--- src/hw/rtl/rlss_pkg.sv ---
// ============================================================================
// rlss_pkg
// Shared types and constants of the rate limited setpoint smoother: register
// reset values and indexes, controller states and datapath commands.
// ============================================================================
`default_nettype none

package rlss_pkg;

   localparam int POS_WIDTH_DEFAULT = 32;

   localparam int CSR_INDEX_WIDTH = 2;
   localparam int CSR_DATA_WIDTH  = 24;

   localparam logic [CSR_INDEX_WIDTH-1:0] REG_SMOOTHING_GAIN = 2'd0;
   localparam logic [CSR_INDEX_WIDTH-1:0] REG_STEP_LIMIT     = 2'd1;
   localparam logic [CSR_INDEX_WIDTH-1:0] REG_TIMEOUT_TICKS  = 2'd2;

   localparam logic [15:0] GAIN_RESET    = 16'd3277;
   localparam logic [23:0] LIMIT_RESET   = 24'd300000;
   localparam logic [15:0] TIMEOUT_RESET = 16'd200;

   // Operation codes of an input item.
   localparam logic OP_TARGET = 1'b0;
   localparam logic OP_TICK   = 1'b1;

   localparam int ROOT_STEPS = 32;
   localparam int DIV_STEPS  = 24;

   typedef enum logic [4:0] {
      ST_IDLE,
      ST_PREP,
      ST_DIFF,
      ST_GMUL,
      ST_GEND,
      ST_CHECK,
      ST_SQ,
      ST_SQCMP,
      ST_NORM,
      ST_RSQ,
      ST_ROOTINIT,
      ST_ROOT,
      ST_CEIL,
      ST_DIVINIT,
      ST_DIV,
      ST_DIVEND,
      ST_APPLY
   } state_type;

   typedef enum logic [4:0] {
      DP_NOP,
      DP_CAPTURE,
      DP_PREP,
      DP_DIFF,
      DP_GMUL,
      DP_GEND,
      DP_CHECK,
      DP_SQ,
      DP_SQCMP,
      DP_NORM,
      DP_RSQ,
      DP_ROOTINIT,
      DP_ROOT,
      DP_CEIL,
      DP_DIVINIT,
      DP_DIV,
      DP_DIVEND,
      DP_APPLY
   } dp_op_type;

   typedef struct packed {
      dp_op_type  op;
      logic [1:0] axis;
   } dp_cmd_type;

   typedef struct packed {
      logic is_tick;
      logic over_limit;
      logic sum_over;
      logic need_shift;
      logic rsp_busy;
   } dp_status_type;

endpackage

`default_nettype wire

--- src/hw/rtl/rlss_ctrl.sv ---
// ============================================================================
// rlss_ctrl
// Sequencer of the smoother: captures one item and walks a tick through difference,
// gain, length check, for a limited step normalization, square root and division, and update.
// ============================================================================
`default_nettype none

module rlss_ctrl #(
   parameter int POS_WIDTH = rlss_pkg::POS_WIDTH_DEFAULT
) (
   input  wire                    clock,
   input  wire                    reset,
   input  wire                    req_tvalid,
   output logic                   req_tready,
   output rlss_pkg::dp_cmd_type   dp_cmd,
   input  rlss_pkg::dp_status_type dp_status
);

   localparam int NCH = (POS_WIDTH + 1 + 15) / 16;

   rlss_pkg::state_type state_ff, state_in;
   logic [1:0] axis_ff, axis_in;
   logic [4:0] cnt_ff, cnt_in;

   always_ff @(posedge clock) begin
      if (reset) begin
         state_ff <= rlss_pkg::ST_IDLE;
         axis_ff  <= 2'd0;
         cnt_ff   <= 5'd0;
      end else begin
         state_ff <= state_in;
         axis_ff  <= axis_in;
         cnt_ff   <= cnt_in;
      end
   end

   always_comb begin
      state_in    = state_ff;
      axis_in     = axis_ff;
      cnt_in      = cnt_ff;
      req_tready  = 1'b0;
      dp_cmd.op   = rlss_pkg::DP_NOP;
      dp_cmd.axis = axis_ff;
      case (state_ff)
         rlss_pkg::ST_IDLE: begin
            req_tready = 1'b1;
            if (req_tvalid) begin
               dp_cmd.op = rlss_pkg::DP_CAPTURE;
               state_in  = rlss_pkg::ST_PREP;
            end
         end
         rlss_pkg::ST_PREP: begin
            dp_cmd.op = rlss_pkg::DP_PREP;
            axis_in   = 2'd0;
            state_in  = dp_status.is_tick ? rlss_pkg::ST_DIFF : rlss_pkg::ST_IDLE;
         end
         rlss_pkg::ST_DIFF: begin
            dp_cmd.op = rlss_pkg::DP_DIFF;
            cnt_in    = 5'(NCH - 1);
            state_in  = rlss_pkg::ST_GMUL;
         end
         rlss_pkg::ST_GMUL: begin
            dp_cmd.op = rlss_pkg::DP_GMUL;
            cnt_in    = cnt_ff - 5'd1;
            if (cnt_ff == 5'd0) begin
               state_in = rlss_pkg::ST_GEND;
            end
         end
         rlss_pkg::ST_GEND: begin
            dp_cmd.op = rlss_pkg::DP_GEND;
            if (axis_ff == 2'd2) begin
               state_in = rlss_pkg::ST_CHECK;
            end else begin
               axis_in  = axis_ff + 2'd1;
               state_in = rlss_pkg::ST_DIFF;
            end
         end
         rlss_pkg::ST_CHECK: begin
            dp_cmd.op = rlss_pkg::DP_CHECK;
            axis_in   = 2'd0;
            state_in  = dp_status.over_limit ? rlss_pkg::ST_NORM : rlss_pkg::ST_SQ;
         end
         rlss_pkg::ST_SQ: begin
            dp_cmd.op = rlss_pkg::DP_SQ;
            if (axis_ff == 2'd2) begin
               state_in = rlss_pkg::ST_SQCMP;
            end else begin
               axis_in = axis_ff + 2'd1;
            end
         end
         rlss_pkg::ST_SQCMP: begin
            dp_cmd.op = rlss_pkg::DP_SQCMP;
            state_in  = dp_status.sum_over ? rlss_pkg::ST_NORM : rlss_pkg::ST_APPLY;
         end
         rlss_pkg::ST_NORM: begin
            dp_cmd.op = rlss_pkg::DP_NORM;
            axis_in   = 2'd0;
            if (!dp_status.need_shift) begin
               state_in = rlss_pkg::ST_RSQ;
            end
         end
         rlss_pkg::ST_RSQ: begin
            dp_cmd.op = rlss_pkg::DP_RSQ;
            if (axis_ff == 2'd2) begin
               state_in = rlss_pkg::ST_ROOTINIT;
            end else begin
               axis_in = axis_ff + 2'd1;
            end
         end
         rlss_pkg::ST_ROOTINIT: begin
            dp_cmd.op = rlss_pkg::DP_ROOTINIT;
            cnt_in    = 5'(rlss_pkg::ROOT_STEPS - 1);
            state_in  = rlss_pkg::ST_ROOT;
         end
         rlss_pkg::ST_ROOT: begin
            dp_cmd.op = rlss_pkg::DP_ROOT;
            cnt_in    = cnt_ff - 5'd1;
            if (cnt_ff == 5'd0) begin
               state_in = rlss_pkg::ST_CEIL;
            end
         end
         rlss_pkg::ST_CEIL: begin
            dp_cmd.op = rlss_pkg::DP_CEIL;
            axis_in   = 2'd0;
            state_in  = rlss_pkg::ST_DIVINIT;
         end
         rlss_pkg::ST_DIVINIT: begin
            dp_cmd.op = rlss_pkg::DP_DIVINIT;
            cnt_in    = 5'(rlss_pkg::DIV_STEPS - 1);
            state_in  = rlss_pkg::ST_DIV;
         end
         rlss_pkg::ST_DIV: begin
            dp_cmd.op = rlss_pkg::DP_DIV;
            cnt_in    = cnt_ff - 5'd1;
            if (cnt_ff == 5'd0) begin
               state_in = rlss_pkg::ST_DIVEND;
            end
         end
         rlss_pkg::ST_DIVEND: begin
            dp_cmd.op = rlss_pkg::DP_DIVEND;
            if (axis_ff == 2'd2) begin
               state_in = rlss_pkg::ST_APPLY;
            end else begin
               axis_in  = axis_ff + 2'd1;
               state_in = rlss_pkg::ST_DIVINIT;
            end
         end
         rlss_pkg::ST_APPLY: begin
            if (!dp_status.rsp_busy) begin
               dp_cmd.op = rlss_pkg::DP_APPLY;
               state_in  = rlss_pkg::ST_IDLE;
            end
         end
         default: begin
            state_in = rlss_pkg::ST_IDLE;
         end
      endcase
   end

endmodule

`default_nettype wire

--- config.mk ---
export PLATFORM = sky130hd
export DESIGN_NAME = rlss_ctrl
export DESIGN_NICKNAME = d
export VERILOG_FILES = /design/src/hw/rtl/rlss_pkg.sv /design/src/hw/rtl/rlss_ctrl.sv
export SDC_FILE = /design/constraint.sdc
export NUM_CORES = 1
export LEC_CHECK = 0
export BUFFER_PORTS_ARGS = -buffer_cell sky130_fd_sc_hd__buf_2
export CORE_MARGIN = 4
export CORE_UTILIZATION = 40
export DETAILED_ROUTE_END_ITERATION = 6
export PLACE_DENSITY = 0.57
export SYNTH_ARGS = -nofsm -noshare
export SYNTH_HDL_FRONTEND = slang
export SYNTH_SLANG_ARGS = --single-unit
--- constraint.sdc ---
create_clock -name clock -period 2.1 [get_ports clock]
set_clock_uncertainty 0.1 [all_clocks]
set_input_delay 0.105 -clock clock [delete_from_list [all_inputs] [get_ports clock]]
set_output_delay 0.105 -clock clock [all_outputs]
set_load 0.005 [all_outputs]
# Word-level counts from Yosys, hierarchy flattened
# Index checks and enable logic that the tools add are counted.
# W data, S select, Z words.
[op_classes]
addsub = 2
multipliers = 0
div = 0
order_cmp = 0
eq_ne = 26
n_shift = 0
n_mux = 21
bitwise = 0
reduce_logical = 9
[ops]
columns = ["operator", "count"]
rows = [
  ["$pmux W5 S17", 2],
  ["$mux W5", 11],
  ["$eq A5 B4 Y1 const B", 8],
  ["$eq A5 B3 Y1 const B", 4],
  ["$pmux W5 S4", 1],
  ["$ne A2 B2 Y1 const B", 9],
  ["$eq A5 B2 Y1 const B", 2],
  ["$logic_not A5 Y1", 2],
  ["$reduce_and A8 Y1", 1],
  ["$reduce_or A4 Y1", 2],
  ["$eq A5 B1 Y1 const B", 1],
  ["$eq A5 B5 Y1 const B", 1],
  ["$sub A5 B1 Y5 const B", 1],
  ["$mux W2", 2],
  ["$mux W4", 1],
  ["$pmux W2 S2", 1],
  ["$reduce_bool A4 Y1", 1],
  ["$mux W3", 1],
  ["$reduce_or A3 Y1", 1],
  ["$add A2 B1 Y2 const B", 1],
  ["$eq A2 B2 Y1 const B", 1],
  ["$mux W1", 2],
  ["$reduce_and A2 Y1", 1],
  ["$reduce_bool A2 Y1", 1],
]
[word_totals]
regBits = 12
latchBits = 0
mem_bits_rw = 0
mem_bits_ro = 0
input_bits = 8
out_inout_bits = 8
wordCells = 61
mem_count = 0

# Longest topological paths before layout
# Gate-level depths: netlist of run 1.
[depth]
ltp_word = 4
depth_mapped = 8
mapped_depth_nobuf = 7

# Worst setup path before layout of run 1
# OpenSTA, ideal clock, no wires.
[synth_path]
kind = "reg-to-reg"
start = "register axis_ff[0]"
end = "register state_ff[2]"
setup_time_ns = 0.086
arrival_time_ns = 1.476
t_required_ns = 1.914
setup_slack_ns = 0.438
stages_incl_launch_ff = 9
path_buffers = 1
synth_period_minus_slack_ns = 1.662
cell_sequence = "dfxtp_1 > inv_1 > ha_1 > clkbuf_1 > nand2_1 > a21oi_1 > a2111oi_1 > a211oi_1 > a211oi_1"
[synth_between]
elab_chain_cells = 3
word_cells_on_any_way = 7
classes_between = "3 x eq/ne; 3 x mux; 1 x reduce/logical"
[synth_rtl]
columns = ["element", "line_no", "rtl"]
rows = [
  ["start: declaration", "rlss_ctrl.sv:22", "logic [1:0] axis_ff, axis_in;"],
  ["start signal: assignment", "rlss_ctrl.sv:32", "axis_ff <= axis_in;"],
  ["$eq A2 B2 Y1 *", "--", ""],
  ["$mux W5 (tied with other cells)", "rlss_ctrl.sv:141", "if (axis_ff == 2'd2) begin"],
  ["$pmux W5 S17 or $reduce_and A8 Y1 (tied branches)", "--", ""],
  ["end signal: assignment", "rlss_ctrl.sv:27", "state_ff <= rlss_pkg::ST_IDLE;"],
  ["end signal: assignment", "rlss_ctrl.sv:31", "state_ff <= state_in;"],
  ["end: declaration", "rlss_ctrl.sv:21", "rlss_pkg::state_type state_ff, state_in;"],
]
# Mark *: on every way between the ends. The rest lies on a longest branch, timed or not.
# A chain may end at the register's enable or synchronous reset.

==> results.sh, run 1 <==
export IMPL_status="completed"
export IMPL_cts_tree="done"
export IMPL_area_delta_synth_final_pct=12.5
export IMPL_antenna_found_initial=0
export IMPL_powerDensity_nw_per_um2=1160
export IMPL_grt_first_pass_wirelength_um=4330
export IMPL_relSlewSlack_pct=68.5
export IMPL_synth_warnings=0
export IMPL_htreeDepth=1
export IMPL_post_cts_buffers=0
export IMPL_synth_edf_count=0
export IMPL_arrival_ns=1.73
export IMPL_nFillCells=247
export IMPL_port_buffers=15
export IMPL_max_freq_mhz=518
export IMPL_ant_nets=0
export IMPL_avgSynthCellArea_um2=7.30
export IMPL_firstDrtPassIters=4
export IMPL_irDropWorstVdd_uv=555
export IMPL_grt_overflow=0
export IMPL_cts_clk_slew_worst_paths_ns=0.08
export IMPL_nNetsFinal=163
export IMPL_fp_coreArea_um2=2450
export IMPL_holdBufCountCts=0
export IMPL_netlist_area_um2=1020
export IMPL_die_w_um=58.6
export IMPL_placed_cells=178
export IMPL_min_period_ns=1.93
export IMPL_setup_viol=0
export IMPL_ys_types=44
export IMPL_ys_ff_latch=12
export IMPL_synthCells=140
export IMPL_numCtsBuffers=3
export IMPL_insertion_delay_ns=0.28
export IMPL_drc=0
export IMPL_drive_above_1_share_pct=22.4
export IMPL_clk_path_buf_depth=2
export IMPL_cts_root_buf="clkbuf_4"
export IMPL_clock_sinks=12
export IMPL_worstPathRequired_ns=1.89
export IMPL_routed_wl_um=2420
export IMPL_antenna_cells=0
export IMPL_cp_max_fo=14
export IMPL_tns_ns=0
export IMPL_fin_area_um2=1150
export IMPL_layoutNonFillerInstCount=182
export IMPL_seq_area_frac_synth_pct=23.5
export IMPL_ys_top_cells_by_area="dfxtp_1, a21oi_1, nor2_1"
export IMPL_max_cap_violations=0
export IMPL_synth_async_reset_ratio_pct=0
export IMPL_fp_dieH_um=58.6
export IMPL_place_gp_congestion=0.770
export IMPL_ios=16
export IMPL_grt_pass1_vias=992
export IMPL_worst_pin_slew_ns=0.466
export IMPL_avgRoutedWirePerCell_um=13.3
export IMPL_rsz0062_at_grt="false"
export IMPL_p_leak_nw=0.425
export IMPL_report_final_slew_viol_count=0
export IMPL_syn_nets=150
export IMPL_cp_start_kind="flop"
export IMPL_drt_iter0_markers=17
export IMPL_hold_violations=0
export IMPL_min_path_type="in -> reg"
export IMPL_synth_top_area_cell="dfxtp_1"
export IMPL_worstSetupPathType="reg -> out"
export IMPL_critPathCaptureType="primary output"
export IMPL_die_area_um2=3430
export IMPL_grt_max_degree=18
export IMPL_place_area_um2=1110
export IMPL_grt_total_usage_pct=15.8
export IMPL_vias=1029
export IMPL_detailed_place_hpwl_um=1750
export IMPL_yosys_area_top_type_share_pct=23.5
export IMPL_yosys_most_used_dff="dfxtp_1"
export IMPL_period_share_pct=92.0
export IMPL_initial_core_util_pct=41.6
export IMPL_rows=18
export IMPL_viasPerCell=5.65
==> layer usage <==
layer  global-route usage (%)  up-vias  wire (µm)
met5                        0        -          0
met4                     4.64        0         10
met3                     2.85        2         61
met2                     27.0       16       1200
met1                     20.1      484       1150
li1                         -      527          -
==> through the flow <==
| step | util [%] | hold slack (ns) | total power [mW] | setup WS (ns) |
|---|---|---|---|---|
| 6_report | 46.8 | 0.0418 | 1.34 | 0.168 |
| 5_1_grt | 46.8 | 0.0690 | 1.47 | 0.0703 |
| 4_1_cts | 46.7 | 0.0354 | 1.34 | 0.0457 |
| 3_5_place_dp | 45.3 | 0.331 | 1.15 | 0.259 |
| 3_3_place_gp | 45.3 | 0.333 | 1.13 | 0.282 |
| 2_1_floorplan | - | 0.107 | 0.970 | 0.438 |
==> critical path, stage by stage, from the launching register on <==
cell	delay, ns
dfxtp_2	0.41
buf_4	0.19
or4_1	0.49
a211oi_1	0.22
buf_2	0.14
==> registers in the layout (all words and copies together) (netlist names) <==
name,count
cnt_ff,5
state_ff,5
axis_ff,2
==> placed cells by master (no fill, tap or decap), types with 2 or more instances in the layout <==
master / instances
mux2i_1: 3
o21ai_1: 3
buf_4: 6
ha_1: 2
nand3_1: 3
or2_2: 2
dfxtp_1: 10
a31oi_1: 4
nor2_1: 14
dfxtp_2: 2
xnor2_1: 2
o21ai_0: 7
o41ai_1: 2
xor2_1: 2
nand2_1: 10
inv_1: 6
a21oi_1: 15
buf_2: 15
a211oi_1: 4
nand2b_1: 3
nor3_1: 6
clkbuf_4: 3
nor2b_1: 2
nor4b_1: 3
nand3b_1: 3
==> repair_timing <==
action / 4_1_cts / 5_1_grt
endpoints found under the setup margin: 0 / 2
resized for setup: 0 / 2
hold endpoints to repair: 0 / 0
==> logic make-up (layout without fill, tap and decap cells) <==
family,after synthesis,count (layout),synth area share (%)
AOI/OAI and AO/OA,41,41,25.7
xor gates and xnor gates,4,4,3.43
adders and majority gates,2,2,2.45
buffers and inverters,19,31,8.93
DFF,12,12,23.5
muxes,3,3,2.94
and+or+nand+nor,59,59,33.1
==> power breakdown <==
part	internal, mW	leakage, nW	switching [mW]
clock network	0.105	0.0210	0.0844
registers	0.290	0.0985	0.122
logic	0.348	0.306	0.388
total	0.743	0.425	0.595
==> final cells by class <==
class | count | area (µm²) | share of cell area, %
repair buffers | 21 | 120 | 10.4
flip-flops and latches | 12 | 243 | 21.1
multi-input cells | 109 | 691 | 60.1
well taps | 30 | 37.5 | 3.26
inverters | 6 | 22.5 | 1.96
clock buffers | 4 | 36.3 | 3.16
==> worst paths after layout <==
check / start / end / slack [ns] / cells past startpoint
max: state_ff[3] / dp_cmd[2] / 0.17 / 4
min: dp_status[2] / state_ff[4] / 0.04 / 4
max reg2reg: state_ff[1] / state_ff[2] / 0.30 / 5
min reg2reg: axis_ff[0] / axis_ff[0] / 0.38 / 2
==> cells in the mapped netlist (4+ instances only) <==
master,n
a211oi_1,4
a31oi_1,4
nor2_1,14
buf_2,4
clkbuf_1,6
inv_1,6
o21ai_0,7
dfxtp_1,12
a21oi_1,15
nor3_1,6
nand2_1,10
Power figures use the tool's default switching activity.
==> run 2: changes to the inputs <==
--- a/config.mk
+++ b/config.mk
@@ -6,10 +6,12 @@
 export NUM_CORES = 1
 export LEC_CHECK = 0
 export BUFFER_PORTS_ARGS = -buffer_cell sky130_fd_sc_hd__buf_2
+export CELL_PAD_IN_SITES_DETAIL_PLACEMENT = 1
+export CELL_PAD_IN_SITES_GLOBAL_PLACEMENT = 1
 export CORE_MARGIN = 4
 export CORE_UTILIZATION = 40
 export DETAILED_ROUTE_END_ITERATION = 6
-export PLACE_DENSITY = 0.57
+export PLACE_DENSITY = 0.75
 export SYNTH_ARGS = -nofsm -noshare
 export SYNTH_HDL_FRONTEND = slang
 export SYNTH_SLANG_ARGS = --single-unit
==> results.sh, run 2 (synthesized netlist as in run 1, its figures left out) <==
export IMPL_p_int_mw=0.730
export IMPL_nNetsFinal=165
export IMPL_period_share_pct=93.5
export IMPL_power_switching_mw=0.612
export IMPL_reg2reg_from="state_ff[2]"
export IMPL_fp_coreArea_um2=2450
export IMPL_reg2reg_slack_ns=0.15
export IMPL_placed_cells=180
export IMPL_finalPower_mw=1.34
export IMPL_hold_violations=0
export IMPL_place_gp_congestion=0.865
export IMPL_rsz0062_at_grt="false"
export IMPL_antenna_cells=0
export IMPL_rr_worst_depth=4
export IMPL_routed_wl_um=2770
export IMPL_die_area_um2=3430
export IMPL_p_seq_share_pct=30.2
export IMPL_vias=1068
export IMPL_reg_top3="cnt_ff x5, state_ff x5, axis_ff x2"
export IMPL_cp_start_kind="flop"
export IMPL_worstSetupPathType="reg -> out"
export IMPL_switching_share_pct=45.6
export IMPL_powerDensity_nw_per_um2=1170
export IMPL_crit_end="dp_cmd[2]"
export IMPL_relSlewSlack_pct=66.4
export IMPL_arrival_ns=1.76
export IMPL_worstPathRequired_ns=1.89
export IMPL_fp_dieH_um=58.6
export IMPL_drt_iter0_markers=17
export IMPL_clkPwrFrac_pct=10.7
export IMPL_max_cap_violations=0
export IMPL_initial_core_util_pct=41.6
export IMPL_insertion_delay_ns=0.27
export IMPL_htreeDepth=1
export IMPL_crit_start="state_ff[3]"
export IMPL_post_cts_buffers=0
export IMPL_detailed_place_hpwl_um=2080
export IMPL_drive_above_1_share_pct=22.9
export IMPL_grt_first_pass_wirelength_um=4750
export IMPL_ios=16
export IMPL_grt_pass1_vias=1009
export IMPL_rr_endpoint="state_ff[0]"
export IMPL_viasPerCell=5.84
export IMPL_min_period_ns=1.96
export IMPL_fin_area_um2=1150
export IMPL_place_area_um2=1130
export IMPL_setup_ws_ns=0.138
export IMPL_status="completed"
export IMPL_die_w_um=58.6
export IMPL_max_freq_mhz=510
export IMPL_avgRoutedWirePerCell_um=15.1
export IMPL_min_path_type="in -> reg"
export IMPL_setup_viol=0
export IMPL_cts_clk_slew_worst_paths_ns=0.08
export IMPL_port_buffers=15
export IMPL_worst_pin_slew_ns=0.504
export IMPL_grt_total_usage_pct=17.7
export IMPL_report_final_slew_viol_count=0
export IMPL_regArea_um2=243
export IMPL_p_leak_nw=0.428
export IMPL_tns_ns=0
export IMPL_ctsResizeCount=0
export IMPL_clock_sinks=12
export IMPL_layoutNonFillerInstCount=183
export IMPL_irDropWorstVdd_uv=535
export IMPL_cts_tree="done"
export IMPL_cts_root_buf="clkbuf_4"
export IMPL_layout_common_cells="a21oi_1, buf_2, nor2_1, nand2_1, dfxtp_1"
export IMPL_drc=0
export IMPL_area_delta_synth_final_pct=12.6
export IMPL_cp_max_fo=13
export IMPL_critPathCaptureType="primary output"
export IMPL_numCtsBuffers=3
export IMPL_firstDrtPassIters=4
export IMPL_holdBufCountCts=0
export IMPL_multi_input_area_um2=691
export IMPL_grt_overflow=0
export IMPL_clk_path_buf_depth=2
export IMPL_nFillCells=318
export IMPL_ant_nets=0
export IMPL_rows=18
export IMPL_antenna_found_initial=0
export IMPL_dpl_worst_slack_ns=0.160
export IMPL_comb_power_share_pct=59.1
export IMPL_grt_max_degree=18
[run 2: cell types whose count changed in the layout (fill, tap and decap cells not counted), sizes merged]
cell | before | now
buf | 21 | 23
clkbuf | 4 | 3
[run 2: worst max-delay path, stage by stage, from the launching register on]
cell and delay (ns):
dfxtp_2 0.40, buf_4 0.20, or4_1 0.51, a211oi_1 0.24, buf_2 0.15
[run 2: worst min-delay path by stage]
| stage | from | endpoint | slack, ns | depth (start not counted) |
|---|---|---|---|---|
| final | dp_status[3] | state_ff[3] | 0.05 | 3 |
| after global routing | dp_status[3] | state_ff[3] | 0.04 | 3 |
| after CTS | dp_status[3] | state_ff[3] | 0.05 | 3 |
| after detailed placement | dp_status[3] | state_ff[3] | 0.35 | 3 |
| after global placement | dp_status[3] | state_ff[3] | 0.33 | 3 |
| after floorplan | reset | state_ff[1] | 0.11 | 1 |
[run 2: power groups by stage]
stage	clock network (mW)	logic, mW	registers [mW]
3_5_place_dp	0	0.799	0.405
6_report	0.143	0.794	0.405
5_1_grt	0.163	0.888	0.419
4_1_cts	0.146	0.805	0.399
2_1_floorplan	0	0.639	0.331
3_3_place_gp	0	0.778	0.399
[run 2: metal layers]
metal	vias up	part of all wire (%)	track usage [%]
met5	-	0	0
met4	0	1.6	5.96
met3	4	3.6	2.63
met2	23	48	29.2
met1	506	47	23.4
li1	535	-	-
[run 2: through the flow]
stage                     util (%)  hold slack [ns]
after CTS                     46.8           0.0517
final                         46.9           0.0520
after global routing          46.9           0.0392
after floorplan                  -            0.107
after global placement        45.9            0.329
after detailed placement      45.9            0.350
[run 2: area by class of cell]
| cell class | instances | share of cell area (%) |
|---|---|---|
| timing repair buffer | 23 | 11.7 |
| clock buffer | 3 | 1.96 |
| inverter | 6 | 1.96 |
| multi-input combinational | 109 | 60.0 |
| tap | 30 | 3.26 |
| sequential | 12 | 21.1 |
